$ cat config.mk
export PLATFORM = sky130hd
export DESIGN_NAME = partition_fit_allocator_unit
export DESIGN_NICKNAME = d
export VERILOG_FILES = /design/src/hdl/pfa_pkg.sv /design/src/hdl/pfa_scan.sv /design/src/hdl/partition_fit_allocator_unit.sv
export SDC_FILE = /design/constraint.sdc
export NUM_CORES = 2
export LEC_CHECK = 0
export BUFFER_PORTS_ARGS = -buffer_cell sky130_fd_sc_hd__buf_4
export CAP_MARGIN = 20
export CORE_MARGIN = 2
export CORE_UTILIZATION = 40
export CTS_BUF_LIST = sky130_fd_sc_hd__clkbuf_16
export CTS_CLUSTER_DIAMETER = 60
export DETAILED_ROUTE_END_ITERATION = 10
export GPL_ROUTABILITY_DRIVEN = 1
export PLACE_DENSITY = 0.62
export SYNTH_ARGS = -nofsm -noshare
export SYNTH_HDL_FRONTEND = slang
export SYNTH_SLANG_ARGS = --single-unit
$ cat constraint.sdc
create_clock -name clk -period 5.9 [get_ports clk]
set_input_delay 0.295 -clock clk [delete_from_list [all_inputs] [get_ports clk]]
set_output_delay 0.295 -clock clk [all_outputs]
set_load 0.02 [all_outputs]
$ cat src/hdl/pfa_pkg.sv
// ----------------------------------------------------------------------------
// pfa_pkg
// Shared types, codes and sizes of the partition fit allocator.
// ----------------------------------------------------------------------------
package pfa_pkg;

	localparam int TABLE_ENTRIES = 64;
	localparam int IDX_W         = $clog2(TABLE_ENTRIES);
	localparam int CNT_W         = $clog2(TABLE_ENTRIES + 1);

	localparam logic [15:0] TOTAL_UNITS = 16'd1024;
	localparam logic [CNT_W-1:0] TABLE_FULL_CNT = CNT_W'(TABLE_ENTRIES);

	// Item kinds (slave tuser).
	localparam logic [1:0] KIND_ALLOC = 2'd0;
	localparam logic [1:0] KIND_FREE  = 2'd1;
	localparam logic [1:0] KIND_READ  = 2'd2;

	// Placement policies.
	localparam logic [1:0] POL_FIRST = 2'd1;
	localparam logic [1:0] POL_BEST  = 2'd2;
	localparam logic [1:0] POL_WORST = 2'd3;

	// Result status codes (master tuser).
	localparam logic [2:0] STAT_ALLOC    = 3'd0;
	localparam logic [2:0] STAT_WAIT     = 3'd1;
	localparam logic [2:0] STAT_FREED    = 3'd2;
	localparam logic [2:0] STAT_NOTFOUND = 3'd3;
	localparam logic [2:0] STAT_FULL     = 3'd4;
	localparam logic [2:0] STAT_READ     = 3'd5;

	// Register word index of the policy register.
	localparam logic REG_POLICY = 1'b0;

	typedef struct packed {
		logic        free;
		logic [7:0]  owner;
		logic [15:0] size;
	} entry_t;

	localparam entry_t RESET_ENTRY = '{free: 1'b1, owner: 8'd0, size: TOTAL_UNITS};

	typedef struct packed {
		logic clear;
		logic valid;
		logic op_free;
	} scan_ctl_t;

	typedef struct packed {
		logic             found;
		logic [IDX_W-1:0] pick;
		entry_t           entry;
	} scan_res_t;

endpackage

$ cat src/hdl/pfa_scan.sv
// ----------------------------------------------------------------------------
// pfa_scan
// Candidate tracker: sees one table entry per beat, keeps the fit or tag pick.
// ----------------------------------------------------------------------------
module pfa_scan (
	input  logic                     clk,
	input  logic                     arst_n,
	input  pfa_pkg::scan_ctl_t       ctl,
	input  logic [1:0]               policy,
	input  logic [15:0]              req,
	input  logic [7:0]               tag,
	input  logic [pfa_pkg::IDX_W-1:0] idx,
	input  pfa_pkg::entry_t          entry,
	output pfa_pkg::scan_res_t       res
);

	logic        found_q;
	logic [pfa_pkg::IDX_W-1:0] pick_q;
	pfa_pkg::entry_t entry_q;
	logic [15:0] best_q;

	logic        fits;
	logic [15:0] waste;
	logic        take;

	always_comb begin
		fits  = entry.free && (entry.size >= req);
		waste = entry.size - req;
		take  = 1'b0;
		if (ctl.op_free) begin
			take = !found_q && !entry.free && (entry.owner == tag);
		end else begin
			case (policy)
				pfa_pkg::POL_FIRST: take = fits && !found_q;
				pfa_pkg::POL_BEST:  take = fits && (!found_q || waste < best_q);
				pfa_pkg::POL_WORST: take = fits && (!found_q || waste > best_q);
				default:            take = 1'b0;
			endcase
		end
	end

	always_ff @(posedge clk or negedge arst_n) begin
		if (!arst_n) begin
			found_q <= 1'b0;
		end else if (ctl.clear) begin
			found_q <= 1'b0;
		end else if (ctl.valid && take) begin
			found_q <= 1'b1;
		end
	end

	always_ff @(posedge clk) begin
		if (ctl.valid && take && !ctl.clear) begin
			pick_q  <= idx;
			entry_q <= entry;
			best_q  <= waste;
		end
	end

	assign res = '{found: found_q, pick: pick_q, entry: entry_q};

endmodule

$ cat src/hdl/partition_fit_allocator_unit.sv
// ----------------------------------------------------------------------------
// partition_fit_allocator_unit
// Partition table allocator with first, best and worst fit placement.
// ----------------------------------------------------------------------------
//  Channel   Dir  Signals                        Beat
//  s_*       in   tvalid tready tdata tuser      one request item
//  m_*       out  tvalid tready tdata tuser      one result item
//  APB       in   psel penable pwrite paddr ...  policy register
//
// An allocate or free item scans entries 0 to count - 1: the table memory
// is read one entry per cycle through its single read port, then a found
// pick is written back unless its split finds the table full, and a split
// appends the rest as a new entry. A read item reads one entry. No item is
// accepted before the last result is registered. Kind 3 is dropped on accept.
// After reset entry 0 reads as one free partition of the whole memory until
// it is first written; no clearing pass is needed. The next item is accepted
// while a result still waits on a stalled master side.
// ----------------------------------------------------------------------------
module partition_fit_allocator_unit (
	input  logic        clk,
	input  logic        arst_n,
	input  logic        s_tvalid,
	output logic        s_tready,
	input  logic [31:0] s_tdata,   // tag_id[7:0], request_size[23:8], read_index[29:24]
	input  logic [1:0]  s_tuser,   // kind[1:0]
	output logic        m_tvalid,
	input  logic        m_tready,
	output logic [39:0] m_tdata,   // entry_index[5:0], entry_tag[13:6], entry_size[29:14],
	                               // entry_is_free[30], entry_exists[31], entry_count[38:32]
	output logic [2:0]  m_tuser,   // status[2:0]
	input  logic        psel,
	input  logic        penable,
	input  logic        pwrite,
	input  logic [2:0]  paddr,
	input  logic [31:0] pwdata,
	output logic [31:0] prdata,
	output logic        pready
);

	localparam int IDX_W = pfa_pkg::IDX_W;
	localparam int CNT_W = pfa_pkg::CNT_W;

	typedef enum logic [2:0] {
		S_IDLE, S_SCAN, S_FINISH, S_SPLIT, S_RDREQ, S_RDDATA, S_OUT
	} state_t;

	state_t state_q;

	logic [1:0]  policy_q;
	logic [1:0]  kind_q;
	logic [7:0]  tag_q;
	logic [15:0] req_q;
	logic [IDX_W-1:0] ridx_q;
	logic [CNT_W-1:0] cnt_q;
	logic [CNT_W-1:0] scan_i_q;
	logic [15:0] rest_q;
	logic        init0_q;

	logic [2:0]  res_status_q;
	logic [IDX_W-1:0] res_idx_q;
	logic [7:0]  res_tag_q;
	logic [15:0] res_size_q;
	logic        res_free_q;
	logic        res_exists_q;

	logic        m_tvalid_q;
	logic [39:0] m_tdata_q;
	logic [2:0]  m_tuser_q;

	// Table memory.
	pfa_pkg::entry_t mem [pfa_pkg::TABLE_ENTRIES];
	pfa_pkg::entry_t rd_data_s1;
	logic        rd_v_s1;
	logic [IDX_W-1:0] rd_idx_s1;
	logic        rd_en;
	logic [IDX_W-1:0] rd_addr;
	logic        mem_we;
	logic [IDX_W-1:0] wr_addr;
	pfa_pkg::entry_t wr_data;
	pfa_pkg::entry_t rd_entry;

	pfa_pkg::scan_ctl_t scan_ctl;
	pfa_pkg::scan_res_t scan_res;

	logic        accept;
	logic        cfg_wr;
	logic        out_free;
	logic [15:0] rest;
	logic        need_split;
	logic        table_full;
	logic        is_alloc;

	assign accept   = s_tvalid && s_tready;
	assign s_tready = (state_q == S_IDLE);
	assign out_free = !m_tvalid_q || m_tready;
	assign is_alloc = (kind_q == pfa_pkg::KIND_ALLOC);

	// Configuration port.
	assign pready = 1'b1;
	assign cfg_wr = psel && penable && pwrite && pready && (paddr[2] == pfa_pkg::REG_POLICY);
	assign prdata = (paddr[2] == pfa_pkg::REG_POLICY) ? {30'd0, policy_q} : 32'd0;

	always_ff @(posedge clk or negedge arst_n) begin
		if (!arst_n) begin
			policy_q <= pfa_pkg::POL_FIRST;
		end else if (cfg_wr) begin
			policy_q <= pwdata[1:0];
		end
	end

	// Entry 0 has not been written since reset until init0_q drops.
	assign rd_entry = (rd_idx_s1 == '0 && init0_q) ? pfa_pkg::RESET_ENTRY : rd_data_s1;

	assign rest       = scan_res.entry.size - req_q;
	assign table_full = (cnt_q >= pfa_pkg::TABLE_FULL_CNT);
	assign need_split = (rest != 16'd0);

	always_comb begin
		rd_en   = 1'b0;
		rd_addr = scan_i_q[IDX_W-1:0];
		mem_we  = 1'b0;
		wr_addr = scan_res.pick;
		wr_data = '{free: 1'b1, owner: 8'd0, size: scan_res.entry.size};
		unique case (state_q)
			S_SCAN: begin
				rd_en = (scan_i_q < cnt_q);
			end
			S_RDREQ: begin
				rd_en   = 1'b1;
				rd_addr = ridx_q;
			end
			S_FINISH: begin
				if (is_alloc) begin
					mem_we  = scan_res.found && !(need_split && table_full);
					wr_data = '{free: 1'b0, owner: tag_q, size: req_q};
				end else begin
					mem_we = scan_res.found;
				end
			end
			S_SPLIT: begin
				mem_we  = 1'b1;
				wr_addr = cnt_q[IDX_W-1:0];
				wr_data = '{free: 1'b1, owner: 8'd0, size: rest_q};
			end
			default: begin
			end
		endcase
	end

	always_ff @(posedge clk) begin
		if (mem_we) begin
			mem[wr_addr] <= wr_data;
		end
		if (rd_en) begin
			rd_data_s1 <= mem[rd_addr];
		end
	end

	always_ff @(posedge clk or negedge arst_n) begin
		if (!arst_n) begin
			rd_v_s1   <= 1'b0;
			rd_idx_s1 <= '0;
		end else begin
			rd_v_s1 <= rd_en && (state_q == S_SCAN);
			if (rd_en) begin
				rd_idx_s1 <= rd_addr;
			end
		end
	end

	assign scan_ctl = '{clear: accept, valid: rd_v_s1, op_free: !is_alloc};

	pfa_scan u_scan (
		.clk    (clk),
		.arst_n (arst_n),
		.ctl    (scan_ctl),
		.policy (policy_q),
		.req    (req_q),
		.tag    (tag_q),
		.idx    (rd_idx_s1),
		.entry  (rd_entry),
		.res    (scan_res)
	);

	always_ff @(posedge clk or negedge arst_n) begin
		if (!arst_n) begin
			state_q      <= S_IDLE;
			kind_q       <= pfa_pkg::KIND_ALLOC;
			tag_q        <= '0;
			req_q        <= '0;
			ridx_q       <= '0;
			cnt_q        <= CNT_W'(1);
			scan_i_q     <= '0;
			rest_q       <= '0;
			init0_q      <= 1'b1;
			res_status_q <= pfa_pkg::STAT_WAIT;
			res_idx_q    <= '0;
			res_tag_q    <= '0;
			res_size_q   <= '0;
			res_free_q   <= 1'b0;
			res_exists_q <= 1'b0;
			m_tvalid_q   <= 1'b0;
			m_tdata_q    <= '0;
			m_tuser_q    <= '0;
		end else begin
			if (m_tvalid_q && m_tready && !(state_q == S_OUT && out_free)) begin
				m_tvalid_q <= 1'b0;
			end
			if (mem_we && wr_addr == '0) begin
				init0_q <= 1'b0;
			end
			unique case (state_q)
				S_IDLE: begin
					if (accept) begin
						kind_q   <= s_tuser;
						tag_q    <= s_tdata[7:0];
						req_q    <= s_tdata[23:8];
						ridx_q   <= s_tdata[29:24];
						scan_i_q <= '0;
						unique case (s_tuser) inside
							pfa_pkg::KIND_ALLOC, pfa_pkg::KIND_FREE: state_q <= S_SCAN;
							pfa_pkg::KIND_READ:                      state_q <= S_RDREQ;
							default:                                 state_q <= S_IDLE;
						endcase
					end
				end
				S_SCAN: begin
					// The last entry is seen in the cycle after its read issues.
					if (scan_i_q < cnt_q) begin
						scan_i_q <= scan_i_q + CNT_W'(1);
					end else begin
						state_q <= S_FINISH;
					end
				end
				S_FINISH: begin
					res_exists_q <= scan_res.found;
					rest_q       <= rest;
					if (!scan_res.found) begin
						res_status_q <= is_alloc ? pfa_pkg::STAT_WAIT : pfa_pkg::STAT_NOTFOUND;
						res_idx_q    <= '0;
						res_tag_q    <= '0;
						res_size_q   <= '0;
						res_free_q   <= 1'b0;
						state_q      <= S_OUT;
					end else if (!is_alloc) begin
						res_status_q <= pfa_pkg::STAT_FREED;
						res_idx_q    <= scan_res.pick;
						res_tag_q    <= tag_q;
						res_size_q   <= scan_res.entry.size;
						res_free_q   <= 1'b1;
						state_q      <= S_OUT;
					end else if (need_split && table_full) begin
						// The picked entry is always free, so its tag reads as zero.
						res_status_q <= pfa_pkg::STAT_FULL;
						res_idx_q    <= scan_res.pick;
						res_tag_q    <= '0;
						res_size_q   <= scan_res.entry.size;
						res_free_q   <= 1'b1;
						state_q      <= S_OUT;
					end else begin
						res_status_q <= pfa_pkg::STAT_ALLOC;
						res_idx_q    <= scan_res.pick;
						res_tag_q    <= tag_q;
						res_size_q   <= req_q;
						res_free_q   <= 1'b0;
						state_q      <= need_split ? S_SPLIT : S_OUT;
					end
				end
				S_SPLIT: begin
					cnt_q   <= cnt_q + CNT_W'(1);
					state_q <= S_OUT;
				end
				S_RDREQ: begin
					state_q <= S_RDDATA;
				end
				S_RDDATA: begin
					res_status_q <= pfa_pkg::STAT_READ;
					res_idx_q    <= ridx_q;
					if ({1'b0, ridx_q} < cnt_q) begin
						res_exists_q <= 1'b1;
						res_tag_q    <= rd_entry.free ? 8'd0 : rd_entry.owner;
						res_size_q   <= rd_entry.size;
						res_free_q   <= rd_entry.free;
					end else begin
						res_exists_q <= 1'b0;
						res_tag_q    <= '0;
						res_size_q   <= '0;
						res_free_q   <= 1'b0;
					end
					state_q <= S_OUT;
				end
				S_OUT: begin
					if (out_free) begin
						m_tvalid_q <= 1'b1;
						m_tuser_q  <= res_status_q;
						m_tdata_q  <= {1'b0, cnt_q, res_exists_q, res_free_q, res_size_q,
						               res_tag_q, res_idx_q};
						state_q    <= S_IDLE;
					end
				end
				default: begin
					state_q <= S_IDLE;
				end
			endcase
		end
	end

	assign m_tvalid = m_tvalid_q;
	assign m_tdata  = m_tdata_q;
	assign m_tuser  = m_tuser_q;

	// The table memory is never read and written in the same cycle.
	a_no_rw_overlap: assert property (@(posedge clk) disable iff (!arst_n)
		!(mem_we && rd_en))
		else $error("table read and write overlap");

	a_count_range: assert property (@(posedge clk) disable iff (!arst_n)
		cnt_q != '0 && cnt_q <= pfa_pkg::TABLE_FULL_CNT)
		else $error("entry count out of range");

	a_split_room: assert property (@(posedge clk) disable iff (!arst_n)
		state_q == S_SPLIT |-> !table_full && rest_q != 16'd0)
		else $error("split without room or remainder");

	a_alloc_result: assert property (@(posedge clk) disable iff (!arst_n)
		m_tvalid_q && m_tuser_q == pfa_pkg::STAT_ALLOC |-> m_tdata_q[31] && !m_tdata_q[30])
		else $error("allocated result not reported as owned entry");

	a_count_step: assert property (@(posedge clk) disable iff (!arst_n)
		cnt_q != $past(cnt_q) |-> $past(state_q) == S_SPLIT)
		else $error("entry count changed outside a split");

endmodule
## Word-level counts from Yosys, hierarchy flattened

Memories as Yosys holds them, arrays and structs flattened. A register that Yosys moved wholly into a read port is not among the register bits.
Index checks and enable logic that the tools add are counted.

| storage, ports and cells | value |
|---|---|
| register bits after elaboration | 192 |
| RAM bits | 1,600 |
| memories | 1 |

| cells by class | value |
|---|---|
| add/sub/neg operators | 4 |
| magnitude comparators | 6 |
| equal/unequal tests | 16 |
| mux-type cells | 55 |
| bitwise operators | 1 |
| reduce and logical (&&, ||, !) cells | 44 |

Memories:

| memory | words | bits a word | rd ports | clocked after memory_dff | wr ports | RTL line | RTL |
|---|---|---|---|---|---|---|---|
| mem | 64 | 25 | 1 | 1 | 1 | partition_fit_allocator_unit.sv:71 | `pfa_pkg::entry_t mem [pfa_pkg::TABLE_ENTRIES];` |

Operator list:

| operator | number |
|---|---|
| $mux W16 | 4 |
| $mux W25 | 2 |
| $pmux W25 S2 | 1 |
| $mux W8 | 5 |
| $pmux W16 S2 | 1 |
| $sub A16 B16 Y16 | 2 |
| $mux W3 | 10 |
| $logic_and A1 B1 Y1 | 20 |
| $mux W6 | 3 |
| $pmux W3 S6 | 1 |
| $ge A16 B16 Y1 | 1 |
| $gt A16 B16 Y1 | 1 |
| $lt A16 B16 Y1 | 1 |
| $pmux W8 S2 | 1 |
| $reduce_bool A16 Y1 | 1 |
| $add A7 B1 Y7 const B | 2 |
| $mux W1 | 14 |
| $mux W7 | 2 |
| $pmux W7 S2 | 1 |
| $logic_not A6 Y1 | 2 |
| $pmux W3 S2 | 2 |
| $pmux W6 S2 | 1 |
| $eq A3 B3 Y1 const B | 3 |
| $eq A8 B8 Y1 | 1 |
| other kinds (21) | 44 |

## Logic depth before layout (Yosys ltp)

| depth | value |
|---|---|
| word-level depth | 12 |
| mapped depth | 25 |
| gate-level depth less buffers | 24 |

## Hierarchy

A second synthesis with hierarchy kept.

| second synthesis, totals | value |
|---|---|
| cell total of the unflattened synthesis | 6,026 |
| area, all modules | 75,804.0 um^2 |

By module, submodules not included:

| module | instances | cells each | area each (um^2) | sequential area each (um^2) |
|---|---|---|---|---|
| partition_fit_allocator_unit | 1 | 5,781 | 72,951.2 | 52,630.5 |
| pfa_scan | 1 | 245 | 2,852.7 | 1,436.4 |

## Worst setup path before layout

Ideal clock, no wire load.

| path | value |
|---|---|
| kind | flip-flop to flip-flop |
| start | register init0_q |
| end | register u_scan.best_q[0], enable pin |
| library setup time | 0.545 ns |
| data arrival time | 5.522 ns |
| required time | 5.355 ns |
| setup slack | -0.167 ns |
| cell stages (with the launch flop) | 26 |
| path buffers | 1 |
| period minus slack after synthesis | 6.067 ns |
| path through | dfstp_2 -> nor4b_1 -> nand2_1 -> clkbuf_1 -> nand2_1 -> ha_1 -> inv_1 -> fa_1 -> a21o_1 -> a21oi_1 -> o21bai_1 -> a21oi_1 -> o21bai_1 -> a21oi_1 -> o21bai_1 -> a21oi_1 -> xnor2_1 -> ha_1 -> a21o_1 -> a21o_1 -> a211oi_1 -> o21ai_0 -> a22o_1 -> a211o_1 -> nand3_1 -> o41ai_1 |

| on the way | value |
|---|---|
| longest elaborated chain between the ends | 10 |
| elaborated cells between the ends (all ways) | 20 |
| those cells by class | add/sub: 1; order compare: 3; eq/ne: 1; mux: 3; reduce/logical: 12 |

Ends and longest elaborated chain:

| element | RTL line | RTL |
|---|---|---|
| start: declaration | partition_fit_allocator_unit.sv:57 | `logic init0_q;` |
| start signal: assignment | partition_fit_allocator_unit.sv:195 | `init0_q <= 1'b1;` |
| start signal: assignment | partition_fit_allocator_unit.sv:210 | `init0_q <= 1'b0;` |
| $logic_and A1 B1 Y1 (*) | partition_fit_allocator_unit.sv:112 | `assign rd_entry = (rd_idx_s1 == '0 && init0_q) ? pfa_pkg::RESET_ENTRY : rd_data_s1;` |
| $mux W25 (*) | partition_fit_allocator_unit.sv:112 |  |
| $sub A16 B16 Y16 (*) | pfa_scan.sv:28 | `waste = entry.size - req;` |
| named net u_scan.waste[10] | pfa_scan.sv:23 | `logic [15:0] waste;` |
| $gt A16 B16 Y1 or $lt A16 B16 Y1 (tied branches) | pfa_scan.sv:36, pfa_scan.sv:35 |  |
| $logic_or A1 B1 Y1, on equally long branches | pfa_scan.sv:36, pfa_scan.sv:35 |  |
| $logic_and A1 B1 Y1, on equally long branches | pfa_scan.sv:36, pfa_scan.sv:35 |  |
| $pmux W1 S3 (*) | pfa_scan.sv:33 | `case (policy)` |
| $mux W1 (*) | pfa_scan.sv:30 | `if (ctl.op_free) begin` |
| $logic_and A1 B1 Y1 (*) (2 in a row) | pfa_scan.sv:53 | `if (ctl.valid && take && !ctl.clear) begin` |
| end signal: assignment | pfa_scan.sv:56 | `best_q <= waste;` |
| end: declaration | pfa_scan.sv:20 | `logic [15:0] best_q;` |

The timed path passes the listed nets; every way through them passes the cells marked *.
A chain may end at the register's enable or synchronous reset.

## Worst setup path in the final report

| path | value |
|---|---|
| start | register init0_q |
| end | register u_scan.entry_q (netlist bit u_scan.res[3]), enable pin |

| on the way | value |
|---|---|
| longest elaborated chain between the ends | 10 |
| elaborated cells between the ends (all ways) | 20 |
| those cells by class | add/sub: 1; order compare: 3; eq/ne: 1; mux: 3; reduce/logical: 12 |

Ends and longest elaborated chain:

| element | RTL line | RTL |
|---|---|---|
| $logic_and A1 B1 Y1 (*) | partition_fit_allocator_unit.sv:112 |  |
| $mux W25 (*) | partition_fit_allocator_unit.sv:112 |  |
| $sub A16 B16 Y16 (*) | pfa_scan.sv:28 |  |
| named net u_scan.waste[14] | pfa_scan.sv:23 |  |
| $gt A16 B16 Y1 or $lt A16 B16 Y1 (tied branches) | pfa_scan.sv:36, pfa_scan.sv:35 |  |
| $logic_or A1 B1 Y1, on equally long branches | pfa_scan.sv:36, pfa_scan.sv:35 |  |
| $logic_and A1 B1 Y1, on equally long branches | pfa_scan.sv:36, pfa_scan.sv:35 |  |
| $pmux W1 S3 (*) | pfa_scan.sv:33 |  |
| $mux W1 (*) | pfa_scan.sv:30 |  |
| $logic_and A1 B1 Y1 (*) (2 in a row) | pfa_scan.sv:53 |  |
| end signal: assignment | pfa_scan.sv:55 | `entry_q <= entry;` |
| end: declaration | pfa_scan.sv:19 | `pfa_pkg::entry_t entry_q;` |

Marks and branches as above.

==> impl_metrics.env <==
export IMPL_status="complete, no violations"
export IMPL_grt_antenna_before_repair=10
export IMPL_via_per_inst=5.68
export IMPL_dp_slack_ps=-39.8
export IMPL_cp_end_kind="register"
export IMPL_final_setup_viol_count=0
export IMPL_ir_worst_vdd_mv=0.383
export IMPL_fin_worst_skew_ps=24.5
export IMPL_dr_pass1_iters=8
export IMPL_postLayoutCoreUtil_pct=46.2
export IMPL_ys_seq_area_share_pct=71.3
export IMPL_fin_area_um2=86600
export IMPL_r2r_cells=26
export IMPL_wl_per_cell_um=24.2
export IMPL_reg2reg_slack_ps=290
export IMPL_num_vias=49831
export IMPL_netlist_area_um2=75400
export IMPL_max_stage_delay_ps=530
export IMPL_die_w_um=438
export IMPL_hold_class="in -> async"
export IMPL_die_y_um=438
export IMPL_worstSetupStartpoint="init0_q"
export IMPL_drc=0
export IMPL_io_buffers=87
export IMPL_htreeDepth=4
export IMPL_post_cts_setup_buffer_count=0
export IMPL_critical_path_top_delay_family="compound AO/OA/AOI/OAI gates"
export IMPL_arrival_ps=6130
export IMPL_worst_slew_pin_slew_ps=1180
export IMPL_finalCritPeriodShare_pct=95.2
export IMPL_coreArea_um2=188000
export IMPL_cp_start_kind="register"
export IMPL_p_leak_nw=30.9
export IMPL_cap_violations=0
export IMPL_finalPower_mw=46.7
export IMPL_path_buf_inv=3
export IMPL_clkSinkCount=1817
export IMPL_r2r_start="init0_q"
export IMPL_cp_required_ps=6420
export IMPL_syn_area_per_cell_um2=12.6
export IMPL_cts_root_buffer="clkbuf_16"
export IMPL_period_needed_ps=5610
export IMPL_cts_tree="built"
export IMPL_synth_ff_latch_count=1817
export IMPL_crit_type="reg -> reg"
export IMPL_layout_drive_gt1_share_pct=12.3
export IMPL_final_setup_worst_slack_ps=286
export IMPL_yosysWarningCount=0
export IMPL_synthCells=5975
export IMPL_pin_count=154
export IMPL_clockBufferDepth=3
export IMPL_power_density_nw_per_um2=540
export IMPL_hold_viol=0
export IMPL_grt_use_total_pct=21.6
export IMPL_max_freq_mhz=178
export IMPL_grt_max_degree=105
export IMPL_area_growth_pct=14.8
export IMPL_numCtsBuffers=184
export IMPL_final_nets=6273
export IMPL_drv_slew=0
export IMPL_rows=159
export IMPL_dpl_cell_area_um2=80300
export IMPL_synth_enable_flop_cells=1663
export IMPL_grt_pass1_vias=47439
export IMPL_die_area_um2=192000
export IMPL_drtIter0Drc=5687
export IMPL_synth_flop_cell="edfxtp_1"
export IMPL_drt_total_wl_mm=212
export IMPL_synthArstFlopShare_pct=8.48
export IMPL_final_common_cell="nand2_1"
export IMPL_overflow=0
export IMPL_path_clk_slew_ps=60
export IMPL_grt_pass1_wl_mm=313
export IMPL_hold_ws_ps=144
export IMPL_dp_hpwl_mm=123
export IMPL_cp_slowest_cell="dfstp_2"
export IMPL_drtAntennaViolNets=0
export IMPL_slew_headroom_pct=21.0
export IMPL_path_depth=26
export IMPL_cp_endpoint="u_scan.res[3]"
export IMPL_worst_path_max_fanout=8
export IMPL_place_congestion=0.896
export IMPL_rr_endpoint="u_scan.res[3]"
export IMPL_initial_core_util_pct=40.2
export IMPL_clk_latency_ps=830
export IMPL_final_cell_mix="nand2_1, edfxtp_1, nand3_1, a311oi_1, buf_4"
export IMPL_synth_cell_types=82
flip-flops by register name, indices dropped and copies added (netlist names), 2 cells and up:
signal         count
res_size_q        16
u_scan.pick_q      6
res_idx_q          6
policy_q           2
u_scan.res        16
rd_data_s1        25
rest_q            16
res_status_q       3
cnt_q              7
m_tdata           39
tag_q              8
kind_q             2
mem             1600
scan_i_q           7
rd_idx_s1          6
state_q            3
m_tuser            3
ridx_q             6
req_q             16
res_tag_q          8
u_scan.best_q     16
through the flow:
step,cells,TNS (ps)
6_report,8778,0
5_1_grt,8777,-189
3_5_place_dp,8395,-1220
4_1_cts,8767,0
2_1_floorplan,6005,0
3_3_place_gp,8394,-3150
cell families after synthesis:
family,Yosys count,synth area share (%)
AOI/OAI and AO/OA,866,8.40
xor gates and xnor gates,29,0.337
adders and majority gates,63,1.06
buffers and inverters,526,3.02
DFF,1817,71.3
muxes,73,1.06
other,2,0.00995
and+or+nand+nor,2599,14.8
synthesized netlist by cell type, types with 11 or more instances:
cell type  instances  area share, %
nand2_1         1778            8.8
edfxtp_1        1663             66
nand3_1          424            2.8
a311oi_1         303            3.5
clkbuf_1         269            1.3
and3_1           214            1.8
dfrtp_1          150            5.0
a21oi_1          144           0.96
a31oi_1          108           0.90
buf_2            104           0.69
inv_1             86           0.43
a211oi_1          82           0.82
o21ai_0           76           0.50
nor3_1            62           0.41
ha_1              61            1.0
nor2_1            48           0.24
mux2_2            47           0.70
buf_4             37           0.37
a22oi_1           32           0.32
mux2i_1           25           0.33
buf_1             24           0.12
xnor2_1           21           0.24
o221ai_1          19           0.22
a21o_1            18           0.18
nor3_2            12           0.16
nand2b_1          11          0.091
power breakdown:
part,internal (mW),switching [mW]
Sequential,15.7,0.546
Combinational,5.87,13.6
Clock,6.14,4.85
Total,27.7,19.0
metal layers:
metal,vias up,track usage [%],share of wire (%)
met5,-,0,0.0094
met4,2,8.24,3.7
met3,355,4.29,8.9
met2,2121,33.5,46
met1,24968,30.2,41
li1,22385,-,-
how the worst min path moves through the flow:
stage,start,end,slack (ps),cells after the start
floorplan,arst_n,cnt_q[1],-0.6,0
global placement,arst_n,m_tdata[18],430,1
detailed placement,arst_n,m_tdata[18],430,1
CTS,arst_n,req_q[4],100,2
global route,arst_n,req_q[4],210,2
finish,arst_n,req_q[4],140,2
worst register-to-register path: cells and delay by family (launching register included):
kind	cells	cell delay, ps
simple gates	7	1060
compound gates	12	2210
xor+xnor	1	110
buf+inv	3	560
fa+ha+maj	3	860
flops	1	530
final cells by class:
class | instances | area (µm²)
antenna | 2 | 5.00
clock buffer | 190 | 4750
tap | 2495 | 3120
sequential | 1817 | 53800
timing repair buffer | 382 | 3520
inverter | 87 | 327
fill | 16417 | 101000
clock inverter | 143 | 872
multi-input combinational | 3662 | 20200
what timing repair did:
item	in CTS	in global routing
hold buffers	39	0
cloned	0	3
pin swaps	0	2
endpoints found under the setup margin	38	38
resized for setup	1	17
hold endpoints to repair	120	0
Note: power is estimated with default switching activity, not from simulation.
